## config.mk

```make
export PLATFORM = sky130hd
export DESIGN_NAME = rrc_phase
export DESIGN_NICKNAME = d
export VERILOG_FILES = /design/src/rtl/core/rrc_pkg.sv /design/src/rtl/core/rrc_phase.sv
export SDC_FILE = /design/constraint.sdc
export NUM_CORES = 2
export LEC_CHECK = 0
export ABC_AREA = 1
export BUFFER_PORTS_ARGS = -buffer_cell sky130_fd_sc_hd__buf_2
export CORE_MARGIN = 3
export CORE_UTILIZATION = 60
export DETAILED_ROUTE_END_ITERATION = 8
export HOLD_SLACK_MARGIN = 0.05
export MAX_ROUTING_LAYER = met4
export PLACE_DENSITY = 0.8
export SYNTH_ARGS = -nofsm -noshare
export SYNTH_HDL_FRONTEND = slang
export SYNTH_SLANG_ARGS = --single-unit
```

## constraint.sdc

```tcl
create_clock -name clk -period 11 [get_ports clk]
set_input_delay 2.2 -clock clk [delete_from_list [all_inputs] [get_ports clk]]
set_output_delay 2.2 -clock clk [all_outputs]
set_load 0.01 [all_outputs]
```

## src/rtl/core/rrc_pkg.sv

```systemverilog
package rrc_pkg;

  localparam int FRAC_BITS     = 16;
  localparam int PHASE_SHIFT   = 8 + FRAC_BITS;
  localparam int CORDIC_STAGES = 16;
  localparam int ATAN_ENTRIES  = 24;

  localparam logic [37:0] DEG_TO_PHASE = 38'd3054198966;
  localparam logic [37:0] RAD_TO_PHASE = 38'd174992710548;
  localparam logic signed [31:0] CORDIC_GAIN = 32'sd652032874;
  localparam logic signed [63:0] HALF_ROUND  = 64'sd1073741824;

  localparam logic [1:0] REG_FRONT_WIDTH   = 2'd0;
  localparam logic [1:0] REG_SIDE_LENGTH   = 2'd1;
  localparam logic [1:0] REG_ANGLE_DEGREES = 2'd2;

  typedef struct packed {
    logic              valid;
    logic [1:0]        q;
    logic signed [31:0] x;
    logic signed [31:0] y;
    logic signed [31:0] z;
    logic signed [31:0] cx;
    logic signed [31:0] cy;
  } cell_t;

  // arctangent of 2^-i as a fraction of a turn, 2^32 per turn
  function automatic logic signed [31:0] atan_phase(input logic [4:0] i);
    logic signed [31:0] a;
    unique case (i)
      5'd0:    a = 32'sd536870912;
      5'd1:    a = 32'sd316933406;
      5'd2:    a = 32'sd167458907;
      5'd3:    a = 32'sd85004756;
      5'd4:    a = 32'sd42667331;
      5'd5:    a = 32'sd21354465;
      5'd6:    a = 32'sd10679838;
      5'd7:    a = 32'sd5340245;
      5'd8:    a = 32'sd2670163;
      5'd9:    a = 32'sd1335087;
      5'd10:   a = 32'sd667544;
      5'd11:   a = 32'sd333772;
      5'd12:   a = 32'sd166886;
      5'd13:   a = 32'sd83443;
      5'd14:   a = 32'sd41722;
      5'd15:   a = 32'sd20861;
      5'd16:   a = 32'sd10430;
      5'd17:   a = 32'sd5215;
      5'd18:   a = 32'sd2608;
      5'd19:   a = 32'sd1304;
      5'd20:   a = 32'sd652;
      5'd21:   a = 32'sd326;
      5'd22:   a = 32'sd163;
      5'd23:   a = 32'sd81;
      default: a = 32'sd0;
    endcase
    return a;
  endfunction

endpackage

```

## src/rtl/core/rrc_phase.sv

```systemverilog
module rrc_phase (
  input  logic                 clk,
  input  logic                 rst,
  input  logic                 en,
  input  logic                 in_valid,
  input  logic signed [31:0]   center_x,
  input  logic signed [31:0]   center_y,
  input  logic signed [31:0]   heading,
  input  logic                 angle_in_degrees,
  output rrc_pkg::cell_t       cell_out
);

  logic [37:0]        mul;
  logic               s0_valid;
  logic signed [63:0] p_lo;
  logic [31:0]        p_hi;
  logic signed [31:0] s0_cx;
  logic signed [31:0] s0_cy;
  logic [63:0]        prod;
  logic [31:0]        phase;
  logic [31:0]        phase_rnd;
  logic [1:0]         quad;
  logic [31:0]        resid;

  assign mul = angle_in_degrees ? rrc_pkg::DEG_TO_PHASE : rrc_pkg::RAD_TO_PHASE;

  // split the turn multiplier so that each product stays within 32 by 33 bits
  always_ff @(posedge clk) begin
    if (rst) begin
      s0_valid <= 1'b0;
    end else if (en) begin
      s0_valid <= in_valid;
    end
    if (en) begin
      p_lo  <= 64'(heading * $signed({1'b0, mul[31:0]}));
      p_hi  <= 32'(heading * $signed({1'b0, mul[37:32]}));
      s0_cx <= center_x;
      s0_cy <= center_y;
    end
  end

  assign prod      = p_lo + {p_hi, 32'd0};
  assign phase     = prod[rrc_pkg::PHASE_SHIFT + 31 -: 32];
  assign phase_rnd = phase + 32'h2000_0000;
  assign quad      = phase_rnd[31:30];
  assign resid     = phase - {quad, 30'd0};

  always_ff @(posedge clk) begin
    if (rst) begin
      cell_out.valid <= 1'b0;
    end else if (en) begin
      cell_out.valid <= s0_valid;
    end
    if (en) begin
      cell_out.q  <= quad;
      cell_out.x  <= rrc_pkg::CORDIC_GAIN;
      cell_out.y  <= 32'sd0;
      cell_out.z  <= $signed(resid);
      cell_out.cx <= s0_cx;
      cell_out.cy <= s0_cy;
    end
  end

endmodule

```

* Word level (Yosys, flattened, before mapping)
Cells that the tools add are included.
Word-level totals: bits in registers 244, bits of input ports 101, output and inout port bits 163, logic and storage cells 16
Operators by class: add/subtract/negate cells 3, $mul 2, mux-type cells 1
Operators by type and width (count):
- 56-bit adder | 1
- 32-bit by 33-bit multiplier with 56-bit output | 1
- 38-bit two-way mux | 1
- 32-bit by 30-bit adder with 32-bit output, second input constant | 1
- 32-bit by 7-bit multiplier with 24-bit output | 1
- 32-bit subtractor | 1

* Longest topological paths before layout
depth in word-level cells 3, depth in mapped cells 32, mapped depth without buffers 31

* Worst setup path after synthesis
No wires, ideal clock.
path type in2reg, start in angle_in_degrees, end reg p_lo[55], data pin, library setup time 0.252 ns, arrival time 8.237 ns, data required time 10.748 ns, path slack 2.511 ns, cell stages on the path 27, path buffers 2, path through clkbuf_1 -> buf_2 -> nor2_1 -> inv_1 -> fa_1 -> inv_1 -> fa_1 -> inv_1 -> fa_1 -> fa_1 -> inv_1 -> fa_1 -> fa_1 -> fa_1 -> inv_1 -> fa_1 -> inv_1 -> ha_1 -> nand2_1 -> nor2_1 -> nand2_1 -> nor4_2 -> nand2_1 -> inv_1 -> nor2_1 -> nand2_1 -> nand2_1
Between the ends: longest elaborated chain between the ends 2
RTL lines:
- start, declared | line rrc_phase.sv:9 | input logic angle_in_degrees,
- 38-bit two-way mux | line rrc_phase.sv:25 | assign mul = angle_in_degrees ? rrc_pkg::DEG_TO_PHASE : rrc_pkg::RAD_TO_PHASE;
- 32-bit by 33-bit multiplier with 56-bit output | line rrc_phase.sv:35 | p_lo <= 64'(heading * $signed({1'b0, mul[31:0]}));
- end signal, assigned | line rrc_phase.sv:35
- end, declared | line rrc_phase.sv:15 | logic signed [63:0] p_lo;
Every way passes these cells. A chain may end at the register's enable or synchronous reset.

* Worst setup path in the final report
start in angle_in_degrees, end reg p_lo[33], data pin
Same word-level chain as after synthesis.

==> summary.txt <==
Detailed routing
  • Vias: around 22000
  • 1st-pass router iterations: 5
  • Routed WL: slightly above 90 mm
  • Final routed DRC violation total: 0
  • Antenna Nets Post-Route: 0
  • Wire per inst: 21.74 um
  • Vias/cell: 5.356
  • DRT iter0 DRCs: a little under 2000

Place
  • HPWL Detailed: roughly 80 mm
  • Pre-CTS WS: ~1.1 ns
  • Buffers on Ports: between 150 and 200
  • Gpl congestion: 1.061

Worst setup path
  • Setup crit end kind: flip-flop
  • CP Max Fanout: 33
  • Critical Path RT: about 11 ns
  • CP Class: input pin to flip-flop
  • Worst setup SP type: input pin
  • CP arrival: slightly below 10 ns

GRT
  • Vias in the first global route: roughly 23000
  • GR Util All Layers: about a third
  • Initial antenna violation count: 3
  • First-pass GRT wire length: 137.4 mm
  • Largest net degree at the start of global routing: around 130
  • Total grt overflow: 0

Die
  • Io pins: ~260
  • Row cnt: 84
  • Die X: ~240 um
  • Full die area: roughly 57000 sq um
  • Die height: 239.4 um
  • Initial cell density of the core: between 60% and 70%
  • Core area: ~53000 sq um

STA
  • # setup viols final: 0
  • FMAX: about 110 MHz
  • Clk_skew: 0.03116 ns
  • Max-slew headroom: 23.30%
  • Fin. Hold Viols: 0
  • RSZ-0062 raised after global routing: false
  • Fin crit period: around 9.5 ns
  • Post-route worst setup slack: around 1.5 ns
  • Period Utilization, post-route: a little under nine tenths
  • Total Neg Setup Slack: 0 ns
  • Slew @ Worst Pin: 1.151 ns
  • Slew Limit Fails: 0

Outcome
  • Status: finished clean

Synth
  • Synth cell types: 42
  • Syn Inst Count: between 3000 and 4000
  • Sequential area share after synthesis: between 10% and 20%
  • Yosys reg bits: 217
  • Synth top cells by count: 941 x inv_1, 571 x fa_1, 482 x ha_1
  • Top FF cell, synth: edfxtp_1
  • Mean Syn Cell Area: ~10 sq um
  • Yosys warnings: 0
  • Post-synth top area cell: fa_1
  • Post-synth EDFFs: around 220
  • Synthesized cell area: between 30000 and 40000 sq um
  • Post-synth top area share: between 30% and 40%
  • Top-count cell post-synth: inv_1
  • Synth top area cells: fa_1 35%, edfxtp_1 20%, ha_1 18%
  • Ys async rst share: 0%

Clock network
  • Clk buf depth: 3
  • H-tree depth: 1
  • Post-cts hold buffer count: 0
  • CTS Buf Count: 20
  • Buffer count from post-CTS setup fixing: 0
  • Clk slew on worst S/H paths: approximately 0.07 ns
  • CTS tree: built
  • Clk_lat worst skew: roughly 0.52 ns
  • Root Buffer: clkbuf_16
  • Clock sinks: between 200 and 250
  • Post-cts sizing count: 0

Run
  • Max Cap Viol: 0

Hold path
  • Hold Crit Class: flip-flop to flip-flop

Cells and area
  • Fillers: approximately 4300
  • P&R area growth vs syn: 6.976%
  • Fraction of layout cells with a size suffix above 1: 8.298%
  • Final nets: 4649
==> worst max-delay path, cell delays in order <==
cell and delay [ns]:
buf_2 0.34, buf_4 0.37, nor2_1 0.47, inv_1 0.24, fa_1 0.53, inv_1 0.06
fa_1 0.48, fa_1 0.51, inv_1 0.08, fa_1 0.49, inv_1 0.06, fa_1 0.48
fa_1 0.50, fa_1 0.49, inv_1 0.05, fa_1 0.47, inv_1 0.04, ha_1 0.37
a21oi_1 0.30, o21ai_0 0.25, a21oi_1 0.24, nand2_1 0.10, a21oi_1 0.31, xnor2_1 0.29
==> cell families (layout without fill, tap and decap cells) <==
family | Yosys count | after routing | synth area share (%)
buffers and inverters | 1030 | 1188 | 12.58
XOR/XNOR | 60 | 60 | 1.672
adder cells (fa/ha/maj) | 1053 | 1053 | 53.40
AO/OA/AOI/OAI | 203 | 203 | 3.390
flip-flops | 217 | 217 | 19.87
other | 2 | 84 | 0.02297
AND/OR/NAND/NOR | 706 | 706 | 9.065
==> routing by layer <==
layer	routed length (um)	GRT usage, %	part of all wire [%]	vias to the layer above
met5	0	-	0	-
met4	2714	8.448	3.0	0
met3	8462	6.068	9.3	143
met2	42460	52.61	47	998
met1	37630	45.31	41	11090
li1	-	-	-	10260
==> cell type report <==
class                   instances  area (sq um)  share of cell area, %
clock inverters                10         83.83                 0.2397
clock buffers                  24         515.5                  1.474
inverters                     944          3543                  10.13
well taps                     688         860.8                  2.461
multi-input cells            2102         22380                  63.99
diodes                          4         10.01                0.02862
repair buffers                210          1087                  3.108
flip-flops and latches        217          6496                  18.57
==> through the flow <==
| stage | utilization [%] | instances | cell area [sq um] | hold WS (ns) |
|---|---|---|---|---|
| global route | 65.64 | 4198 | 34980 | 0.4215 |
| global placement | 64.50 | 4161 | 34370 | 0.4002 |
| detailed placement | 64.50 | 4161 | 34370 | 0.4045 |
| CTS | 65.62 | 4195 | 34970 | 0.4140 |
| finish | 65.64 | 4199 | 34980 | 0.4132 |
| floorplan | - | 3349 | 32990 | 0.4003 |
==> placed cells by master, fill, tap and decap left out, drive strengths merged, types with 21 or more instances in the layout <==
cell type,instances
edfxtp,215
buf,209
a21oi,110
nand2,418
xnor2,28
nor2,174
conb,80
xor2,31
ha,482
fa,571
clkbuf,25
o21ai,64
inv,947
nand4,21
nand3,68
==> worst paths after layout <==
kind | depth (start not counted) | from | endpoint | slack [ns]
setup / recovery | 24 | angle_in_degrees | p_lo[33] | 1.53
hold / removal | 0 | s0_cx[10] | cell_out[42] | 0.41
setup reg to reg | 11 | p_lo[49] | cell_out[161] | 7.88
hold reg to reg | 0 | s0_cx[10] | cell_out[42] | 0.41
==> sequential cells by signal, indices dropped and copies added, names as in the netlist <==
name      flops
cell_out     99
p_hi         21
p_lo         32
s0_cx        32
s0_cy        32
s0_valid      1
Power is left out: the tool's default activity adds up to more than one toggle a clock period on the data nets, which glitch-free logic cannot reach.
