--- src/rtl/core/rrc_pkg.sv ---
package rrc_pkg;

  localparam int FRAC_BITS     = 16;
  localparam int PHASE_SHIFT   = 8 + FRAC_BITS;
  localparam int CORDIC_STAGES = 16;
  localparam int ATAN_ENTRIES  = 24;

  localparam logic [37:0] DEG_TO_PHASE = 38'd3054198966;
  localparam logic [37:0] RAD_TO_PHASE = 38'd174992710548;
  localparam logic signed [31:0] CORDIC_GAIN = 32'sd652032874;
  localparam logic signed [63:0] HALF_ROUND  = 64'sd1073741824;

  localparam logic [1:0] REG_FRONT_WIDTH   = 2'd0;
  localparam logic [1:0] REG_SIDE_LENGTH   = 2'd1;
  localparam logic [1:0] REG_ANGLE_DEGREES = 2'd2;

  typedef struct packed {
    logic              valid;
    logic [1:0]        q;
    logic signed [31:0] x;
    logic signed [31:0] y;
    logic signed [31:0] z;
    logic signed [31:0] cx;
    logic signed [31:0] cy;
  } cell_t;

  // arctangent of 2^-i as a fraction of a turn, 2^32 per turn
  function automatic logic signed [31:0] atan_phase(input logic [4:0] i);
    logic signed [31:0] a;
    unique case (i)
      5'd0:    a = 32'sd536870912;
      5'd1:    a = 32'sd316933406;
      5'd2:    a = 32'sd167458907;
      5'd3:    a = 32'sd85004756;
      5'd4:    a = 32'sd42667331;
      5'd5:    a = 32'sd21354465;
      5'd6:    a = 32'sd10679838;
      5'd7:    a = 32'sd5340245;
      5'd8:    a = 32'sd2670163;
      5'd9:    a = 32'sd1335087;
      5'd10:   a = 32'sd667544;
      5'd11:   a = 32'sd333772;
      5'd12:   a = 32'sd166886;
      5'd13:   a = 32'sd83443;
      5'd14:   a = 32'sd41722;
      5'd15:   a = 32'sd20861;
      5'd16:   a = 32'sd10430;
      5'd17:   a = 32'sd5215;
      5'd18:   a = 32'sd2608;
      5'd19:   a = 32'sd1304;
      5'd20:   a = 32'sd652;
      5'd21:   a = 32'sd326;
      5'd22:   a = 32'sd163;
      5'd23:   a = 32'sd81;
      default: a = 32'sd0;
    endcase
    return a;
  endfunction

endpackage

--- src/rtl/core/rrc_cordic_cell.sv ---
module rrc_cordic_cell #(
  parameter int STAGE = 0
) (
  input  logic           clk,
  input  logic           rst,
  input  logic           en,
  input  rrc_pkg::cell_t cell_in,
  output rrc_pkg::cell_t cell_out
);

  logic signed [31:0] xs;
  logic signed [31:0] ys;
  logic signed [31:0] ang;

  assign xs  = cell_in.x >>> STAGE;
  assign ys  = cell_in.y >>> STAGE;
  assign ang = rrc_pkg::atan_phase(5'(STAGE));

  always_ff @(posedge clk) begin
    if (rst) begin
      cell_out.valid <= 1'b0;
    end else if (en) begin
      cell_out.valid <= cell_in.valid;
    end
    if (en) begin
      // rotate towards zero residual angle
      if (cell_in.z >= 0) begin
        cell_out.x <= cell_in.x - ys;
        cell_out.y <= cell_in.y + xs;
        cell_out.z <= cell_in.z - ang;
      end else begin
        cell_out.x <= cell_in.x + ys;
        cell_out.y <= cell_in.y - xs;
        cell_out.z <= cell_in.z + ang;
      end
      cell_out.q  <= cell_in.q;
      cell_out.cx <= cell_in.cx;
      cell_out.cy <= cell_in.cy;
    end
  end

endmodule

--- config.mk ---
export PLATFORM = sky130hd
export DESIGN_NAME = rrc_cordic_cell
export DESIGN_NICKNAME = d
export VERILOG_FILES = /design/src/rtl/core/rrc_pkg.sv /design/src/rtl/core/rrc_cordic_cell.sv
export SDC_FILE = /design/constraint.sdc
export NUM_CORES = 1
export LEC_CHECK = 0
export BUFFER_PORTS_ARGS = -buffer_cell sky130_fd_sc_hd__buf_2
export CAP_MARGIN = 5
export CORE_AREA = 2 2 140 142
export CTS_CLUSTER_DIAMETER = 100
export DETAILED_ROUTE_END_ITERATION = 12
export DIE_AREA = 0 0 142 144
export PLACE_DENSITY = 0.85
export SYNTH_ARGS = -nofsm -noshare
export SYNTH_HDL_FRONTEND = slang
export SYNTH_SLANG_ARGS = --single-unit
--- constraint.sdc ---
create_clock -name clk -period 9.8 [get_ports clk]
set_input_delay 1.96 -clock clk [delete_from_list [all_inputs] [get_ports clk]]
set_output_delay 1.96 -clock clk [all_outputs]
set_load 0.01 [all_outputs]
After elaboration in Yosys (flattened, before gate mapping)
Cells that the tools add are included.
W data, S select, Z words.
- register bits: 163
- latch bits: 0
- memory bits (writable): 0
- bits in read-only memories: 0
- bits of input ports: 166
- memories: 0
- add/subtract/negate cells: 5
- $mul: 0
- divide/modulo/power cells: 0
- order comparisons: 1
- equal/unequal tests: 0
- shift operators: 0
- muxes and demuxes: 1
- bitwise gates (word level): 0
- reductions and logical operators: 0
- operator list (kind ; count):
    $mux W96 ; 1
    $sub A32 B32 Y32 ; 2
    $add A32 B31 Y32 const B ; 1
    $add A32 B32 Y32 ; 1
    $ge A32 B1 Y1 const B ; 1
    $sub A32 B31 Y32 const B ; 1

Longest topological paths before layout
- depth in word-level cells: 2
- gate-level depth with buffers: 13
- mapped depth without buffers: 12

Worst setup path after synthesis
Ideal clock, no wire load.
- kind: input port to flip-flop
- from: input cell_in[96] (netlist name)
- to: register cell_out[124] (netlist name) (data pin)
- library setup time: 260 ps
- arrival time: 4632 ps
- required time: 9540 ps
- setup slack: 4909 ps
- stages on the path: 11
- buffers on the path: 0
- cells stage by stage: ha_1 fa_1 nor2b_1 o311a_4 o221a_4 a2111oi_4 o221ai_2 or4_4 and3_1 a31oi_1 xnor2_1
- cells in the longest elaborated chain, start to end: 2
- ends and longest elaborated chain (what ; line ; source):
    start: declaration ; rrc_cordic_cell.sv:7 ; input rrc_pkg::cell_t cell_in,
    $sub A32 B32 Y32 / $add A32 B32 Y32 (equally long branches) ; rrc_cordic_cell.sv:33, rrc_cordic_cell.sv:29 ;
    $mux W96 (*) ; rrc_cordic_cell.sv:27 ; if (cell_in.z >= 0) begin
    end: declaration ; rrc_cordic_cell.sv:8 ; output rrc_pkg::cell_t cell_out
Every way passes the cells marked *; elsewhere a longest branch is shown, timed or not.
A chain may end at the register's enable or synchronous reset.

Final worst setup path
- from: input cell_in[106] (netlist name)
- to: register cell_out[157] (netlist name) (data pin)
- cells in the longest elaborated chain, start to end: 2
- ends and longest elaborated chain (what ; line):
    $add A32 B32 Y32 / $sub A32 B32 Y32 (equally long branches) ; rrc_cordic_cell.sv:32, rrc_cordic_cell.sv:28
    $mux W96 (*) ; rrc_cordic_cell.sv:27
Marked as above.

==> summary.txt <==
Status
  • Status: completed

Die
  • Placeable Area: 0.0191 mm²
  • Boundary pin count: around 330
  • # rows: roughly 50
  • Die area: 0.0204 mm²
  • Die height: approximately 140 µm
  • Die X: 142 µm
  • Initial Util: 0.545

Min path
  • Hold WC Path Type: register to register

Timing
  • TNS Setup: 0 ns
  • RSZ-0062 raised after global routing: no
  • Worst-margin pin slew: 0.990 ns
  • Final Critical Period: 4.94 ns
  • Slew Viols, Final: 0
  • Final Hold Vio Count: 0
  • Period Utilization, post-route: 0.504
  • Max_slew headroom: 0.323
  • Setup Viol. Count Final: 0
  • Worst Clk Skew: 0 ns
  • Highest Clock Rate: 203 MHz

Detailed routing
  • DRC: 0
  • Drt pass-1 iters: 7
  • Antenna Violating Nets Remaining: 0
  • Wirelength per Cell: 21.7 µm
  • Initial DRC count: 1,006
  • Routed wire length: 33,900 µm
  • Vias per cell: around 6
  • Vias: 9,216

Logic synthesis
  • Ys flop type: edfxtp_1
  • Post-synth ARST share: 0
  • Seq/Total Area, Yosys: 0.467
  • YS warnings: 0
  • Synth top area share: 0.465
  • #FFs+latches synth: 162
  • Synth Instances: 1,000
  • List of most frequent post-synthesis cells: edfxtp_1 (161), ha_1 (103), a21oi_1 (101), inv_1 (97), nor2_1 (85)
  • Most numerous cell in the Yosys netlist: edfxtp_1
  • Unique masters post-synth: 76
  • Leading area contributor after synthesis: edfxtp_1
  • EDFF count, synth: 161
  • Post-synthesis cell area: 0.0104 mm²
  • Synth Net Count: 1,273
  • Top post-synthesis cells by area: edfxtp_1 (46%), ha_1 (12%), a21oi_1 (4.9%)
  • Post-Syn Area per Cell: between 10 and 15 µm²

Power
  • Sequential Power Share: 0.420
  • LEAKAGE: 0.00576 µW
  • P_int: 1420 µW
  • Logic pwr share: 0.269
  • Max VDD drop: approximately 0.11 mV
  • Clock share of power: 0.311
  • Switching share of total power: 0.330
  • P_sw: 698 µW
  • Pwr dens: 165 mW/mm²

Setup path
  • CP Cell Sequence: buf_2, inv_1, ha_1, a21o_1, a31oi_1, o21ai_0, a2111oi_0, a211oi_1, o21ai_0, a21oi_1, o21ai_0, xnor2_1
  • CP peak stage delay: 0.92 ns
  • CP delay by family, top: compound AO/OA/AOI/OAI gates
  • Critical path launch point type: input port
  • Critical path fanouts, max: 15
  • Most frequent CP cell: o21ai_0
  • CP Class: input port to register
  • Setup crit end kind: register
  • CP max-delay cell: a2111oi_0
  • Critical Path AT: 5.11 ns
  • Worst Path Required: 9.97 ns
  • Buffers & Inverters on Critical Path: 2

CTS
  • Clock Latency Late Sink: 0.42 ns
  • CTS tree: yes
  • Clock Path Buffers: 2
  • Postcts setup bufs: 0
  • CTS buffer count: 17
  • Reg clk slew, reported paths: 0.07 ns
  • Clock sink count: 162
  • Post-CTS resize count: 0
  • Hold-fix buffers at CTS: 0
  • Root Buffer: clkbuf_16
  • H-Tree Depth: 4

Layout
  • Final non-filler cell total: about 1,600
  • Fillcell total: 1,521
  • Fraction of layout cells with a size suffix above 1: 0.290
  • Design Area, Final: between 0.01 and 0.015 mm²
  • Leading registers by flop count: cell_out (162)
  • Number of flip-flops under the largest register name: 162
  • Top reg by flops: cell_out
  • Fin nets: 1,582
  • Area delta synth->final: 23.0%

GRT
  • Largest net degree at the start of global routing: 85
  • Vias in the first global route: 8,362
  • Total GRT Usage: 0.318
  • Grt ovf: 0
  • Initial antenna violation count: 4
  • First-pass GRT wire length: 48,700 µm

Place
  • Routability cong.: 0.931
  • Number of port buffers: roughly 330
  • Dpl cell area: approximately 0.012 mm²
  • Placed Cells: 1,528
  • Post-DP HPWL: 26,800 µm

Flow run
  • Max-cap violations: 0
power groups by stage:
stage                     registers (µW)  logic [µW]  clock network [µW]
final                                888         569                 659
after floorplan                      943         276                   0
after global routing                 894         612                 691
after CTS                            888         561                 667
after global placement               900         553                   0
after detailed placement             902         559                   0
area by class of cell:
type	count	area (µm²)	share of cell area
clock inverters	15	159	0.0124
repair buffers	331	1670	0.131
clock buffers	17	425	0.0333
well taps	238	298	0.0233
inverters	101	379	0.0296
multi-input cells	696	5000	0.391
flip-flops and latches	162	4850	0.379
diodes	2	5.00	0.000391
cells in the final DEF (no fill, tap or decap), drive strengths merged, types with 5 or more instances in the layout:
| cell | Yosys | final |
|---|---|---|
| o21a | 7 | 7 |
| o21bai | 19 | 19 |
| a21o | 17 | 17 |
| a2111oi | 5 | 5 |
| a31o | 7 | 7 |
| ha | 103 | 103 |
| nand2b | 8 | 8 |
| nand4 | 6 | 6 |
| nand2 | 38 | 38 |
| buf | 17 | 331 |
| a211oi | 8 | 8 |
| nor3 | 19 | 19 |
| a21oi | 101 | 101 |
| o21ai | 69 | 69 |
| o311ai | 5 | 5 |
| clkinv | 2 | 7 |
| or2 | 6 | 6 |
| xor2 | 9 | 9 |
| nand3 | 10 | 10 |
| inv | 99 | 109 |
| edfxtp | 161 | 161 |
| nor4 | 7 | 7 |
| nor2b | 12 | 12 |
| o211ai | 5 | 5 |
| nor2 | 85 | 85 |
| o31ai | 7 | 7 |
| a31oi | 14 | 14 |
| xnor2 | 52 | 52 |
| mux2i | 12 | 12 |
| clkbuf | 24 | 17 |
| or3 | 5 | 5 |
final timing paths:
check | from | to | slack [ns] | cells after the start
worst max-delay path | cell_in[106] | cell_out[157]$_DFFE_PP_ | 4.86 | 12
worst min-delay path | cell_out[162]$_SDFFE_PP0P_ | cell_out[162]$_SDFFE_PP0P_ | 0.51 | 2
worst max register to register | cell_out[162]$_SDFFE_PP0P_ | cell_out[162]$_SDFFE_PP0P_ | 9.21 | 2
worst min register to register | cell_out[162]$_SDFFE_PP0P_ | cell_out[162]$_SDFFE_PP0P_ | 0.51 | 2
metal layers:
layer  global-route usage  up-vias  part of all wire
li1                     -     4248                 -
met5                    0        -            0.0011
met2                0.502      535              0.46
met1                0.419     4329              0.40
met3               0.0709       98             0.096
met4                0.155        6             0.049
stage by stage:
| stage | utilization | hold WS [ns] | setup slack (ns) | total power [µW] |
|---|---|---|---|---|
| after CTS | 0.670 | 0.511 | 4.91 | 2120 |
| after detailed placement | 0.640 | 0.493 | 4.44 | 1460 |
| after global placement | 0.640 | 0.475 | 4.52 | 1450 |
| after floorplan | - | 0.528 | 4.91 | 1220 |
| final | 0.671 | 0.506 | 4.86 | 2120 |
| after global routing | 0.670 | 0.553 | 4.49 | 2200 |
kinds of logic after synthesis:
| family | Yosys count | synth area share |
|---|---|---|
| xor gates and xnor gates | 61 | 0.0513 |
| buffers and inverters | 142 | 0.0527 |
| and+or+nand+nor | 211 | 0.0964 |
| DFF | 162 | 0.467 |
| AOI/OAI and AO/OA | 305 | 0.190 |
| muxes | 12 | 0.0115 |
| adders and majority gates | 107 | 0.132 |
worst reg2reg max path: stages, from the launching register on:
cell and delay, ns:
dfxtp_1 0.31, mux2i_1 0.13, nor2_1 0.05
No activity file was read; power rests on OpenSTA's default activity.
